<file path="src/hw/rtl/tuf_premul.sv">
// single-precision multiply by alpha for premultiplied unorm8 colour, or colour passed through on bypass, registered
module tuf_premul (
   input  logic        clock,
   input  logic        enable,
   input  logic        bypass,
   input  logic [31:0] colour,
   input  logic [31:0] alpha,
   output logic [31:0] result_ff
);

   // operands are 0 or in [2^-8,1], so no overflow, no subnormal results
   logic [47:0] prod;
   logic [23:0] mant;
   logic [24:0] rnd;
   logic        rbit;
   logic        sticky;
   logic [8:0]  ex;
   logic [31:0] result_in;

   always_comb begin
      prod = {1'b1, colour[22:0]} * {1'b1, alpha[22:0]};
      ex = {1'b0, colour[30:23]} + {1'b0, alpha[30:23]} - 9'd127;
      if (prod[47]) begin
         mant = prod[47:24];
         rbit = prod[23];
         sticky = |prod[22:0];
         ex = ex + 9'd1;
      end else begin
         mant = prod[46:23];
         rbit = prod[22];
         sticky = |prod[21:0];
      end
      rnd = {1'b0, mant} + {24'd0, rbit & (sticky | mant[0])};
      if (rnd[24]) begin
         result_in = {1'b0, ex[7:0] + 8'd1, 23'd0};
      end else begin
         result_in = {1'b0, ex[7:0], rnd[22:0]};
      end
      if (colour[30:0] == 31'd0 || alpha[30:0] == 31'd0) begin
         result_in = 32'd0;
      end
      if (bypass) begin
         result_in = colour;
      end
   end

   always_ff @(posedge clock) begin
      if (enable) begin
         result_ff <= result_in;
      end
   end

endmodule

</file>
<file path="config.mk">
export PLATFORM = sky130hd
export DESIGN_NAME = tuf_premul
export DESIGN_NICKNAME = d
export VERILOG_FILES = /design/src/hw/rtl/tuf_premul.sv
export SDC_FILE = /design/constraint.sdc
export NUM_CORES = 2
export LEC_CHECK = 0
export BUFFER_PORTS_ARGS = -buffer_cell sky130_fd_sc_hd__buf_2
export CAP_MARGIN = 20
export CORE_UTILIZATION = 60
export DETAILED_ROUTE_END_ITERATION = 12
export PLACE_DENSITY = 0.88
export SLEW_MARGIN = 20
export SYNTH_ARGS = -nofsm -noshare
export SYNTH_HDL_FRONTEND = slang
export SYNTH_SLANG_ARGS = --single-unit
</file>
<file path="constraint.sdc">
create_clock -name clock -period 9.6 [get_ports clock]
set_clock_uncertainty 0.2 [all_clocks]
set_input_delay 0.48 -clock clock [delete_from_list [all_inputs] [get_ports clock]]
set_output_delay 0.48 -clock clock [all_outputs]
set_load 0.02 [all_outputs]
</file>
**Word-level counts from Yosys, hierarchy flattened**

Cells that the tools add are included.

- Reduce and logical (&&, ||, !) cells: 5
- Bitwise logic cells: 2
- Multipliers: 1
- Muxes and demuxes: 7
- Add/sub/neg operators: 5

Operator list:

| kind | count |
|---|---|
| two-way mux 32 bit | 2 |
| zero test 31 bit | 2 |
| multiplier 24 x 24 -> 48 bit | 1 |
| two-way mux 31 bit | 1 |
| adder 24 x 1 -> 25 bit | 1 |
| two-way mux 24 bit | 1 |
| OR reduction 23 bit | 1 |
| OR reduction 22 bit | 1 |
| adder 8 x 1 -> 8 bit (second input constant) | 2 |
| adder 8 bit | 1 |
| two-way mux 8 bit | 1 |
| subtractor 8 x 7 -> 8 bit (second input constant) | 1 |
| two-way mux 1 bit | 2 |
| AND 1 bit | 1 |
| logical OR 1 bit | 1 |
| bitwise OR 1 bit | 1 |

- Register bits after elaboration: 32
- Bits of input ports: 67
- Output and inout bits: 32
- Word-level logic and storage cells: 21

**Logic depth before layout (Yosys ltp)**

- Word-level depth: 9
- Mapped depth: 36
- Mapped depth without buffers: 30

**Worst setup path after synthesis**

No wires, ideal clock.

- Path kind: input -> register
- From: in alpha[12]
- To: reg result_ff[29] (data pin)
- Data required time: 9,143 ps
- Setup time: 257 ps
- Stages on the path: 35
- Path slack: 145 ps
- Path buffers: 7
- Data arrival time: 8,998 ps
- Path through: clkbuf_1 clkbuf_1 nand2_1 fa_1 inv_1 fa_1 inv_1 fa_1 fa_1 inv_1 fa_1 fa_1 inv_1 fa_1 inv_1 ha_1 buf_6 a21oi_1 o21ai_1 o2bb2ai_1 or4_1 o211a_1 buf_2 buf_1 clkbuf_1 nor2_1 o21a_1 ha_1 nand4_1 nand4b_2 nor4_4 buf_6 nand4_4 or4_1 a32o_1

- Cells in the longest elaborated chain, start to end: 9
- Elaborated cells between the ends (all ways): 16
- Classes of those cells: add/sub: 2; mul: 1; mux: 7; bitwise: 2; reduce/logical: 4

Ends and longest elaborated chain:

| what | RTL line | RTL |
|---|---|---|
| from (decl) | 7 | `input logic [31:0] alpha,` |
| multiplier 24 x 24 -> 48 bit | 21 | `prod = {1'b1, colour[22:0]} * {1'b1, alpha[22:0]};` |
| OR reduction 23 bit / OR reduction 22 bit (equally long branches) | 26, 31 |  |
| two-way mux 1 bit | 23 | `if (prod[47]) begin` |
| bitwise OR 1 bit | 33 | `rnd = {1'b0, mant} + {24'd0, rbit & (sticky \| mant[0])};` |
| AND 1 bit | 33 |  |
| adder 24 x 1 -> 25 bit | 33 |  |
| two-way mux 31 bit | 34 | `if (rnd[24]) begin` |
| two-way mux 32 bit * | 39 | `if (colour[30:0] == 31'd0 \|\| alpha[30:0] == 31'd0) begin` |
| two-way mux 32 bit * | 42 | `if (bypass) begin` |
| net result_in[29] | 18 | `logic [31:0] result_in;` |
| to (signal assigned) | 49 | `result_ff <= result_in;` |
| to (decl) | 8 | `output logic [31:0] result_ff` |

Mark *: on every way through the listed nets, which the timed path passes. The rest lies on a longest branch.
A chain may end at the register's enable or synchronous reset.

**Worst setup path in the final report**

- From: in alpha[9]
- To: reg result_ff[29] (data pin)

Same word-level chain as after synthesis.

==> results.tsv <==
stage	metric	value	unit
drt	detailedRoute.firstPassIterationCount	5	
yosys	post_synth_xor_area_fraction	2.88	%
timing	tightestPinTransition	0.798	ns
final_layout	seqCellArea	961	um^2
final_layout	antenna-diode-count	0	
yosys	yosysTopAreaCellShare	41.6	%
place	setup_slack_at_placement	0.0254	ns
global_route	gr-usage-all-layers	37.4	%
yosys	ranking_of_synthesized_cells_by_area	fa_1 42%, ha_1 10%, inv_1 9.9%, and2_1 7.0%, nand2_1 5.6%	
clock_network	cts_tree	built	
yosys	synth_simple_gate_area_share	19.4	%
yosys	yosysMostFrequentCell	inv_1	
clock_network	clk_path_buf_depth	2	
worst_hold_path	min-delay-path-class	in -> reg	
global_route	grt_max_degree	35	
timing	max_freq	108	MHz
yosys	synth_cells	2709	
critical_path	cp.arrival	9.08	ns
clock_network	cts.repair_timing.setup_buffer_count	0	
drt	wirelength	71.1	mm
timing	timing.slew.headroom	46.3	%
yosys	netlist-cell-type-count	95	
die	core_area	37900	um^2
yosys	synth_seq_cells	32	
worst_hold_path	timing.hold.worst.start	colour[31]	
drt	first_iter_violations	1752	
critical_path	crit_required	9.43	ns
final_layout	drive_above_1_share	9.08	%
critical_path	worstPathMaxFanout	15	
yosys	synth_flop_cell	edfxtp_1	
timing	timing.final.max_slew_violations	0	
critical_path	cp-start-kind	primary input	
yosys	synthesis.yosys.warnings	0	
final_layout	fillCellCount	2921	
die	die_h	199	um
drt	vias	19900	
final_layout	top_registers	result_ff (32)	
yosys	area_fraction_in_compound_gates_after_synthesis	8.34	%
status	status	complete, no violations	
yosys	edff_count_synth	32	
timing	final-hold-violation-count	0	
yosys	dominant_combinational_cell_family_by_area_after_synthesis	adder cells	
final_layout	num-nets-final	3524	
yosys	synth_mux_area_share	0.710	%
yosys	netlist.top_cell.by_area	fa_1	
worst_hold_path	hold_end	result_ff[31]	
drt	wire_per_inst	21.6	um
yosys	yosys.area_share.adder	51.7	%
place	dp_hpwl	58.3	mm
critical_path	crit_type	in -> reg	
global_route	antenna_found_initial	1	
die	die_w	199	um
global_route	grt_pass1_wl	112	mm
final_layout	area_taken_by_multi_input_logic_gates	19300	um^2
die	i_o_pins	99	
clock_network	tritoncts.num_buffers	5	
yosys	synth_nets	3448	
yosys	ys_top_cells_by_count	616 x inv_1, 483 x fa_1, 349 x nand2_1, 259 x and2_1, 189 x ha_1	
die	floorplan.rows	71	
clock_network	clock-sinks	32	
yosys	post_synth_instance_area	23300	um^2
place	place_congestion	1.04	
critical_path	end_kind	register	
timing	setup_slack	0.351	ns
timing	final.min_clock_period	9.25	ns
yosys	synth_sequential_area_ratio	4.13	%
clock_network	clkTransAtPathRegs	0.05	ns
drt	ant_nets	0	
yosys	async_flop_share	0	%
die	fp.dieArea	39500	um^2
global_route	globalRoute.totalOverflow	0	
drt	detail_route.drc_violations	0	
drt	route.detailed.vias_per_inst	6.05	
final_layout	largest_reg_flops	32	
final_layout	area_growth_syn_to_layout	6.50	%
yosys	syn_area_per_cell	8.58	um^2
clock_network	cts-htree-levels	2	
global_route	first_global_vias	21400	
flow_run	max-cap-violations	0	
timing	setup-violations-final	0	
timing	final_layout_setup_total_negative_slack	0	ns
die	initial_utilization	61.3	%
place	place.port_buffers	97	
final_layout	max_flop_register	result_ff	
clock_network	cts_root_buf	clkbuf_16	
worst_hold_path	worst_hold_path.num_cells	2	
timing	timing.final.crit_share	96.3	%
timing	unrepaired_setup_endpoints_after_global_routing	false	
-- routing by layer --
metal / track usage (%) / share of wire (%)
met5: 0 / 0.018
met4: 22.6 / 7.3
met3: 7.17 / 10
met2: 62.3 / 48
met1: 44.9 / 35
-- worst max-delay path: stages --
cell and delay [ns]:
buf_2 0.45, nand2_1 0.19, fa_1 0.55, fa_1 0.56, inv_1 0.06, fa_1 0.49
inv_1 0.06, fa_1 0.55, inv_1 0.06, fa_1 0.49, fa_1 0.52, inv_1 0.05
fa_1 0.47, inv_1 0.04, ha_1 0.49, nand4_1 0.26, nor4_2 0.51, nor4b_1 0.11
buf_4 0.18, a211oi_1 0.35, nor3b_1 0.12, xnor2_1 0.17, or4b_4 0.52, nor4_4 0.30
buf_4 0.21, nand4_4 0.11, or4_1 0.41, a32o_1 0.27
-- timing repair --
action | 4_1_cts | 5_1_grt
hold buffers | 0 | 0
gates resized for setup | 0 | 12
endpoints found under the setup margin | 0 | 11
-- through the flow --
stage | hold WS, ns | cell area, um^2 | util (%) | cells
global placement | 0.570 | 24600 | 64.9 | 3289
global route | 0.285 | 24800 | 65.3 | 3296
CTS | 0.282 | 24700 | 65.2 | 3296
finish | 0.284 | 24800 | 65.3 | 3296
floorplan | 0.392 | 23300 | - | 2709
detailed placement | 0.569 | 24600 | 64.9 | 3289
-- cell usage in the layout, fill, tap and decap left out, types with 8 or more instances in the layout --
cell type,Yosys,layout
inv_1,616,616
fa_1,483,483
nand2_1,349,349
and2_1,259,259
ha_1,189,188
buf_4,8,109
buf_2,16,89
nor2_1,76,76
a21oi_1,70,70
o21ai_0,53,51
xnor2_1,50,50
nand4_1,36,36
edfxtp_1,32,32
nand3_1,28,28
nor3_1,26,25
xor2_1,22,22
nor4_1,22,22
a21o_1,21,21
and4_1,12,12
a211oi_1,12,12
mux2i_1,12,12
o21a_1,11,11
and3_1,11,11
o211ai_1,10,10
or4_1,9,9
o31ai_1,9,9
o21ai_1,6,8
or3_1,8,8
clkbuf_4,0,8
-- cells by family (layout without fill, tap and decap cells) --
kind of cell	count (synthesis)	in the layout
mux	16	16
fa+ha+maj	672	672
compound gates	278	278
buf+inv	760	836
flops	32	32
xor+xnor	74	74
simple gates	877	877
-- worst max path at each step --
stage	from	end	slack, ns	cells after the start
after floorplan	alpha[12]	result_ff[29]	0.14	35
after global placement	colour[12]	result_ff[29]	0.17	33
after detailed placement	colour[12]	result_ff[29]	0.03	33
after CTS	colour[12]	result_ff[29]	0.29	33
after global routing	alpha[0]	result_ff[22]	0.0009	33
final	alpha[9]	result_ff[29]	0.35	28
-- final cells by class --
cell class	instances	share of cell area, %
clock buffer	5	0.505
clock inverter	2	0.0303
inverter	620	9.40
multi-input combinational	1917	78.0
sequential	32	3.88
tap	511	2.58
timing repair buffer	209	5.59
Power is not shown: default switching activity piles up to over one toggle a cycle in this logic, so the estimate is an artifact.
