**src/hw/rtl/tuf_pkg.sv**
```systemverilog
// shared constants, types and conversion functions for the texel unpack block
package tuf_pkg;

   localparam int unsigned LaneCount = 4;
   localparam int unsigned WordWidth = 32;

   typedef enum logic [1:0] {
      KIND_UNORM8 = 2'd0,
      KIND_HALF   = 2'd1,
      KIND_FLOAT  = 2'd2,
      KIND_RSVD   = 2'd3
   } kind_type;

   localparam logic [1:0] CSR_KIND  = 2'd0;
   localparam logic [1:0] CSR_COUNT = 2'd1;
   localparam logic [1:0] CSR_SWAP  = 2'd2;

   localparam logic [31:0] FloatOne = 32'h3F80_0000;

   // lane control handed from the top level to each lane
   typedef struct packed {
      kind_type kind;
      logic     present;
   } lane_ctl_type;

   // byte to single, b/255 correctly rounded
   function automatic logic [31:0] unorm8_to_single(input logic [7:0] b);
      logic [4:0]  lz;
      logic [7:0]  norm;
      logic [7:0]  ex;
      logic [47:0] q;
      logic [47:0] prod;
      logic [23:0] mant;
      logic        rbit;
      logic        sticky;
      logic [24:0] rnd;
      lz = 5'd0;
      norm = b;
      for (int i = 0; i < 7; i++) begin
         if (norm[7] == 1'b0) begin
            norm = {norm[6:0], 1'b0};
            lz = lz + 5'd1;
         end
      end
      // b/255 = b * 0x0.010101... (hex); b<<k in [128,255], value in [0.5,1)*2^-(k)
      // norm/255 in [128/255, 1]; compute norm * (2^40-1)/255 exactly from the repeating pattern
      prod = {40'd0, norm} * 48'h01_0101_0101;
      // prod = norm*(2^40-1)/255 exactly; norm*2^40/255 = prod + norm/255
      q = prod;
      if (norm == 8'hFF) begin
         return {1'b0, 8'd127, 23'd0};
      end
      // value = norm/255 = q / 2^40 + tiny, norm<255 so q < 2^40, q >= 2^39
      mant = q[39:16];
      rbit = q[15];
      sticky = 1'b1; // fractional part never exact, remainder nonzero
      rnd = {1'b0, mant} + {24'd0, rbit & (sticky | mant[0])};
      ex = 8'd126 - {3'd0, lz};
      if (b == 8'd0) begin
         return 32'd0;
      end
      if (rnd[24]) begin
         return {1'b0, ex + 8'd1, 23'd0};
      end
      return {1'b0, ex, rnd[22:0]};
   endfunction

   // fp16 to fp32, exact
   function automatic logic [31:0] half_to_single(input logic [15:0] h);
      logic [4:0] ex;
      logic [9:0] man;
      logic [3:0] sh;
      logic [10:0] m;
      ex = h[14:10];
      man = h[9:0];
      sh = 4'd0;
      m = {1'b0, man};
      if (ex == 5'd0) begin
         if (man == 10'd0) begin
            return {h[15], 31'd0};
         end
         for (int i = 0; i < 10; i++) begin
            if (m[10] == 1'b0) begin
               m = {m[9:0], 1'b0};
               sh = sh + 4'd1;
            end
         end
         return {h[15], 8'd113 - {4'd0, sh}, m[9:0], 13'd0};
      end
      if (ex == 5'h1F) begin
         return {h[15], 8'hFF, man, 13'd0};
      end
      return {h[15], {3'd0, ex} + 8'd112, man, 13'd0};
   endfunction

endpackage

```
**src/hw/rtl/tuf_lane.sv**
```systemverilog
// one conversion lane: raw channel word to single bits, registered
module tuf_lane (
   input  logic                clock,
   input  logic                enable,
   input  tuf_pkg::lane_ctl_type ctl,
   input  logic [31:0]         raw,
   input  logic [31:0]         absent_value,
   output logic [31:0]         conv_ff
);

   logic [31:0] conv_in;

   always_comb begin
      case (ctl.kind)
         tuf_pkg::KIND_UNORM8: conv_in = tuf_pkg::unorm8_to_single(raw[7:0]);
         tuf_pkg::KIND_HALF:   conv_in = tuf_pkg::half_to_single(raw[15:0]);
         default:              conv_in = raw;
      endcase
      if (!ctl.present) begin
         conv_in = absent_value;
      end
   end

   always_ff @(posedge clock) begin
      if (enable) begin
         conv_ff <= conv_in;
      end
   end

endmodule

```
**config.mk**
```make
export PLATFORM = sky130hd
export DESIGN_NAME = tuf_lane
export DESIGN_NICKNAME = d
export VERILOG_FILES = /design/src/hw/rtl/tuf_pkg.sv /design/src/hw/rtl/tuf_lane.sv
export SDC_FILE = /design/constraint.sdc
export NUM_CORES = 1
export LEC_CHECK = 0
export CORE_MARGIN = 2
export CORE_UTILIZATION = 60
export CTS_BUF_LIST = sky130_fd_sc_hd__clkbuf_2
export DETAILED_ROUTE_END_ITERATION = 10
export DONT_BUFFER_PORTS = 1
export PLACE_DENSITY = 0.83
export SLEW_MARGIN = 25
export SYNTH_ARGS = -nofsm -noshare
export SYNTH_HDL_FRONTEND = slang
export SYNTH_SLANG_ARGS = --single-unit
```
**constraint.sdc**
```tcl
create_clock -name clock -period 4.45 [get_ports clock]
set_clock_uncertainty 0.15 [all_clocks]
set_input_delay 0.89 -clock clock [delete_from_list [all_inputs] [get_ports clock]]
set_output_delay 0.89 -clock clock [all_outputs]
set_load 0.005 [all_outputs]
```
# After elaboration in Yosys (flattened, before gate mapping)

Index checks and enable logic that the tools add are counted.
W data, S select, Z words.

Eq/ne operators: 3
$add $sub $neg: 20
Reductions and logical operators: 4
Mux-type cells: 134
Multipliers: 1

Operators by type and width:

| cell                    | number |
|---|---|
| $mux W32                | 13 |
| $mux W11                | 35 |
| $mux W4                 | 39 |
| $mux W8                 | 14 |
| $mux W5                 | 13 |
| $pmux W32 S2            | 1 |
| $mul A8 B33 Y40 const B | 1 |
| $add A4 B1 Y4 const B   | 9 |
| $add A5 B1 Y5 const B   | 6 |
| $add A24 B1 Y25         | 1 |
| $mux W1                 | 18 |
| $logic_not A10 Y1       | 1 |
| $mux W10                | 1 |
| $add A5 B7 Y8 const B   | 1 |
| $add A8 B1 Y8 const B   | 1 |
| $eq A8 B8 Y1 const B    | 1 |
| $logic_not A8 Y1        | 1 |
| $sub A7 B4 Y8 const A   | 1 |
| $sub A7 B5 Y8 const A   | 1 |
| $eq A5 B5 Y1 const B    | 1 |
| $logic_not A5 Y1        | 1 |
| $eq A2 B1 Y1 const B    | 1 |
| $logic_not A2 Y1        | 1 |

Output and inout bits: 32
Flip-flop bits (word level): 32
Input bits: 69

# Depth between registers and ports, before layout

Depth after elaboration: 60
Mapped depth: 20

# Least setup slack after synthesis

Ideal clock, no wire load.

Path kind: input-to-reg
Start point: input port raw[8]
End point: register conv_ff[26] (data pin)
Required time: 4.044 ns
Buffers on the path: 2
Cell stages on the path: 19
Arrival: 4.116 ns
Path slack: -0.073 ns
Path through: clkbuf_1 clkbuf_1 or2_2 o221ai_1 ha_1 mux2i_1 inv_1 ha_1 nor2_1 a21oi_1 ha_1 inv_1 a211oi_1 xnor3_1 o21ai_0 ha_1 xor2_1 a211o_1 o22a_1

Longest elaborated chain between the ends: 54
Elaborated cells on any way between the ends: 86

Ends and longest elaborated chain:

| item                   | line           | source |
|---|---|---|
| start: declaration     | tuf_lane.sv:6  | `input logic [31:0] raw,` |
| $mux W11               | tuf_pkg.sv:82  | `for (int i = 0; i < 10; i++) begin` |
| $mux W11               | tuf_pkg.sv:78  | `if (ex == 5'd0) begin` |
| $mux W11               | tuf_lane.sv:14 | `case (ctl.kind)` |
| $mux W11               | tuf_pkg.sv:83  | `if (m[10] == 1'b0) begin` |
| $mux W11               | tuf_pkg.sv:82  |  |
| $mux W11               | tuf_pkg.sv:78  |  |
| $mux W11               | tuf_lane.sv:14 |  |
| $mux W4                | tuf_pkg.sv:83  |  |
| [39 not listed]        | -              |  |
| $mux W32 *             | tuf_pkg.sv:82  |  |
| $mux W32 *             | tuf_pkg.sv:78  |  |
| $mux W32               | tuf_pkg.sv:90  | `if (ex == 5'h1F) begin` |
| $mux W32               | tuf_pkg.sv:93  | `return {h[15], {3'd0, ex} + 8'd112, man, 13'd0};` |
| $mux W32 *             | tuf_pkg.sv:90  |  |
| $pmux W32 S2 *         | tuf_lane.sv:14 |  |
| $mux W32 *             | tuf_lane.sv:19 | `if (!ctl.present) begin` |
| via conv_in[26]        | tuf_lane.sv:11 | `logic [31:0] conv_in;` |
| end signal: assignment | tuf_lane.sv:26 | `conv_ff <= conv_in;` |
| end: declaration       | tuf_lane.sv:8  | `output logic [31:0] conv_ff` |

The timed path passes the listed nets; every way through them passes the cells marked *. The select of a mux whose other input is x is not followed.
A chain may end at the register's enable or synchronous reset.

# Final worst setup path

Start point: input port raw[7]
End point: register conv_ff[26] (data pin)

Longest elaborated chain between the ends: 53
Elaborated cells on any way between the ends: 135

Ends and longest elaborated chain:

| item            | line |
|---|---|
| $mux W11        | tuf_pkg.sv:82 |
| $mux W11        | tuf_pkg.sv:78 |
| $mux W11        | tuf_lane.sv:14 |
| $mux W11        | tuf_pkg.sv:83 |
| $mux W11        | tuf_pkg.sv:82 |
| $mux W11        | tuf_pkg.sv:78 |
| $mux W11        | tuf_lane.sv:14 |
| $mux W11        | tuf_pkg.sv:83 |
| [38 not listed] | - |
| $mux W32        | tuf_pkg.sv:82 |
| $mux W32        | tuf_pkg.sv:78 |
| $mux W32        | tuf_pkg.sv:90 |
| $mux W32        | tuf_pkg.sv:93 |
| $mux W32        | tuf_pkg.sv:90 |
| $pmux W32 S2 *  | tuf_lane.sv:14 |
| $mux W32 *      | tuf_lane.sv:19 |
| via conv_in[26] | tuf_lane.sv:11 |

Marked as above.

==> flow_metrics.tcl <==
set metrics [dict create \
    wire_per_inst_um 21.36 \
    wl_met1_um 3970 \
    clock_path_buffers 2 \
    routed_wl_um 10210 \
    cts_tree "built" \
    fp.dieArea_sq_mm 0.006243 \
    crit_type "in2reg" \
    netlist_top_cells_area "edfxtp_1 (28%), a21oi_1 (6.1%), nor2_1 (5.7%)" \
    via_per_inst 7.172 \
    drc 0 \
    synth-async-reset-ratio_pct 0 \
    ys_seq_area_share_pct 28.47 \
    highest_layer "met4" \
    regMostFlops "conv_ff" \
    rsz0062_at_grt "no" \
    hold_path.class "in2reg" \
    clk_pin_slew_worst_paths_ns 0.17 \
    grt_pass1_vias 3235 \
    fin_crit_ns 4.170 \
    core.rowCount 27 \
    drive_gt1_share_pct 7.635 \
    yosysTopAreaCell "edfxtp_1" \
    vias 3428 \
    final-hold-violation-count 0 \
    cts_hold_buffers 0 \
    hpwl_um 7515 \
    largest_reg_flops 32 \
    die_h_um 79.01 \
    ys_warn_count 0 \
    holdPathEnd "conv_ff[5]" \
    status "finished, final reports clean" \
    layout_worst_path_cycle_share_pct 93.71 \
    design.core.area_sq_mm 0.005473 \
    holdPathStages 0 \
    setup_viol 0 \
    worstPathMaxFanout 43 \
    drtPass1Iterations 6 \
    ff_latch_area_sq_um 960.9 \
    yosysMostFrequentCell "nor2_1" \
    syn_nets 508 \
    ant_nets 0 \
    syn_to_final_growth_pct 1.334 \
    synth_edf_count 32 \
    cp_data_arrival_time_ns 4.16 \
    synth_commonest_cells "nor2_1 (51), a21oi_1 (41), nand2_1 (35)" \
    antennaDiodeCount 0 \
    start_util_pct 61.68 \
    cp_common_cell "ha_1" \
    hold_ws_ns 0.4821 \
    reg_top3 "conv_ff x32" \
    fmax_mhz 239.8 \
    post_cts_resized 0 \
    p_leak_nw 1.269 \
    finalMaxSlewViolations 0 \
    worstSetupStartpointType "primary input" \
    grt_use_total_pct 32.37 \
    fin_setup_tns_ns 0 \
    multi_input_area_sq_mm 0.002196 \
    relSlewSlack_pct 36.88 \
    nNetsFinal 484 \
    wl_met2_um 4662 \
    hp-start "enable" \
    postCtsSetupRepairBufs 0 \
    antenna_found_initial 0 \
    h-tree-depth 2 \
    drt-initial-drc-count 444 \
    vdd_ir_drop_max_uv 153.6 \
    syn_area_per_cell_sq_um 7.869 \
    nFillCells 481 \
    cts_inserted_buffers 5 \
    power_density_mw_per_mm2 229.5 \
    io_pins 101 \
    syn_area_sq_mm 0.003376 \
    critPathMaxStageDelay_ns 0.52 \
    worst_pin_slew_ns 0.9350 \
    path_cells "or3_4, or4_1, buf_4, nand2_1, inv_1, ha_1, nor2_1, a21oi_1, ha_1, inv_1, a211oi_2, xnor3_1, o21ai_1, ha_1, xor2_1, a211o_1, o22a_1" \
    ys.flop_type "edfxtp_1" \
    crit_path_end_kind "flip-flop" \
    port_buffers 0 \
    drv_cap 0 \
    met3WireLength_um 1202 \
    ys_types 65 \
    grt_pass1_wl_um 15990 \
    gp_congestion 0.9347 \
    synth_seq_cells 32 \
    die_width_um 79.01 \
    grt_max_degree 60 \
    syn_inst 429 \
    root_buffer "clkbuf_2" \
    grt_overflow 0 \
    cp_slowest_cell "or4_1" \
    clock_sinks 32 \
    synth_top_area_share_pct 28.47 \
    required_ns 4.44 \
]
layout by cell type (no fill, tap or decap), drive strengths merged, types with 5 or more instances in the layout:
master,n
edfxtp,32
mux2i,13
o22ai,5
nand4,5
inv,15
nor2,51
nand2b,8
clkbuf,6
ha,10
o21a,5
a22oi,14
a21oi,41
nor3,9
nand2,36
xor2,6
and3,6
nand3,8
a211oi,5
a31oi,10
nor2b,8
o21ai,21
a221oi,5
buf,7
where the power goes:
part,switching [W],leakage (nW),internal [W]
registers,0.0000142,0.314,0.000369
logic,0.000115,0.912,0.0000904
clock network,0.0000996,0.0430,0.0000968
cell families (layout without fill, tap and decap cells):
group | Yosys count | after routing | share of synthesized area, %
AOI/OAI and AO/OA | 150 | 150 | 29.91
xor gates and xnor gates | 10 | 10 | 3.002
adders and majority gates | 10 | 10 | 3.706
buffers and inverters | 53 | 30 | 6.634
DFF | 32 | 32 | 28.47
muxes | 16 | 16 | 4.855
and+or+nand+nor | 158 | 158 | 23.43
stage by stage:
stage | utilization (%) | cell area (sq um) | total power, W | setup WS (ns) | instances
2_1_floorplan | - | 3382 | 0.0005689 | 0.01917 | 429
5_1_grt | 62.51 | 3421 | 0.0008168 | 0.08938 | 478
6_report | 62.51 | 3421 | 0.0007851 | 0.2801 | 478
4_1_cts | 62.51 | 3421 | 0.0007776 | 0.3315 | 478
3_3_place_gp | 61.32 | 3356 | 0.0005836 | 0.03227 | 470
3_5_place_dp | 61.32 | 3356 | 0.0005888 | -0.04956 | 470
how the worst max path moves through the flow:
stage,from,endpoint,slack [ns],cells past startpoint
3_3_place_gp,raw[7],conv_ff[26],0.03,17
6_report,raw[7],conv_ff[26],0.28,17
5_1_grt,raw[7],conv_ff[25],0.09,18
3_5_place_dp,raw[7],conv_ff[25],-0.05,18
4_1_cts,raw[7],conv_ff[25],0.33,18
2_1_floorplan,raw[5],conv_ff[26],0.02,18
area by class of cell:
type / instances / area share (%)
Clock buffer: 6 / 0.8778
Clock inverter: 2 / 1.024
Inverter: 15 / 1.646
Multi-Input combinational cell: 344 / 64.19
Sequential cell: 32 / 28.09
Tap cell: 72 / 2.634
Timing Repair Buffer: 7 / 1.536
per-layer routing:
| metal | track usage, % | vias up |
|---|---|---|
| li1 | - | 1563 |
| met2 | 52.54 | 276 |
| met4 | 14.14 | 0 |
| met1 | 42.78 | 1548 |
| met3 | 5.000 | 41 |
| met5 | 0 | - |
critical path, delay by kind of cell:
| family | cells | cell delay (ns) |
|---|---|---|
| xor gates and xnor gates | 2 | 0.31 |
| AOI/OAI and AO/OA | 5 | 0.95 |
| and+or+nand+nor | 4 | 1.03 |
| buffers and inverters | 3 | 0.28 |
| adders and majority gates | 3 | 0.69 |
Power figures use the tool's default switching activity.
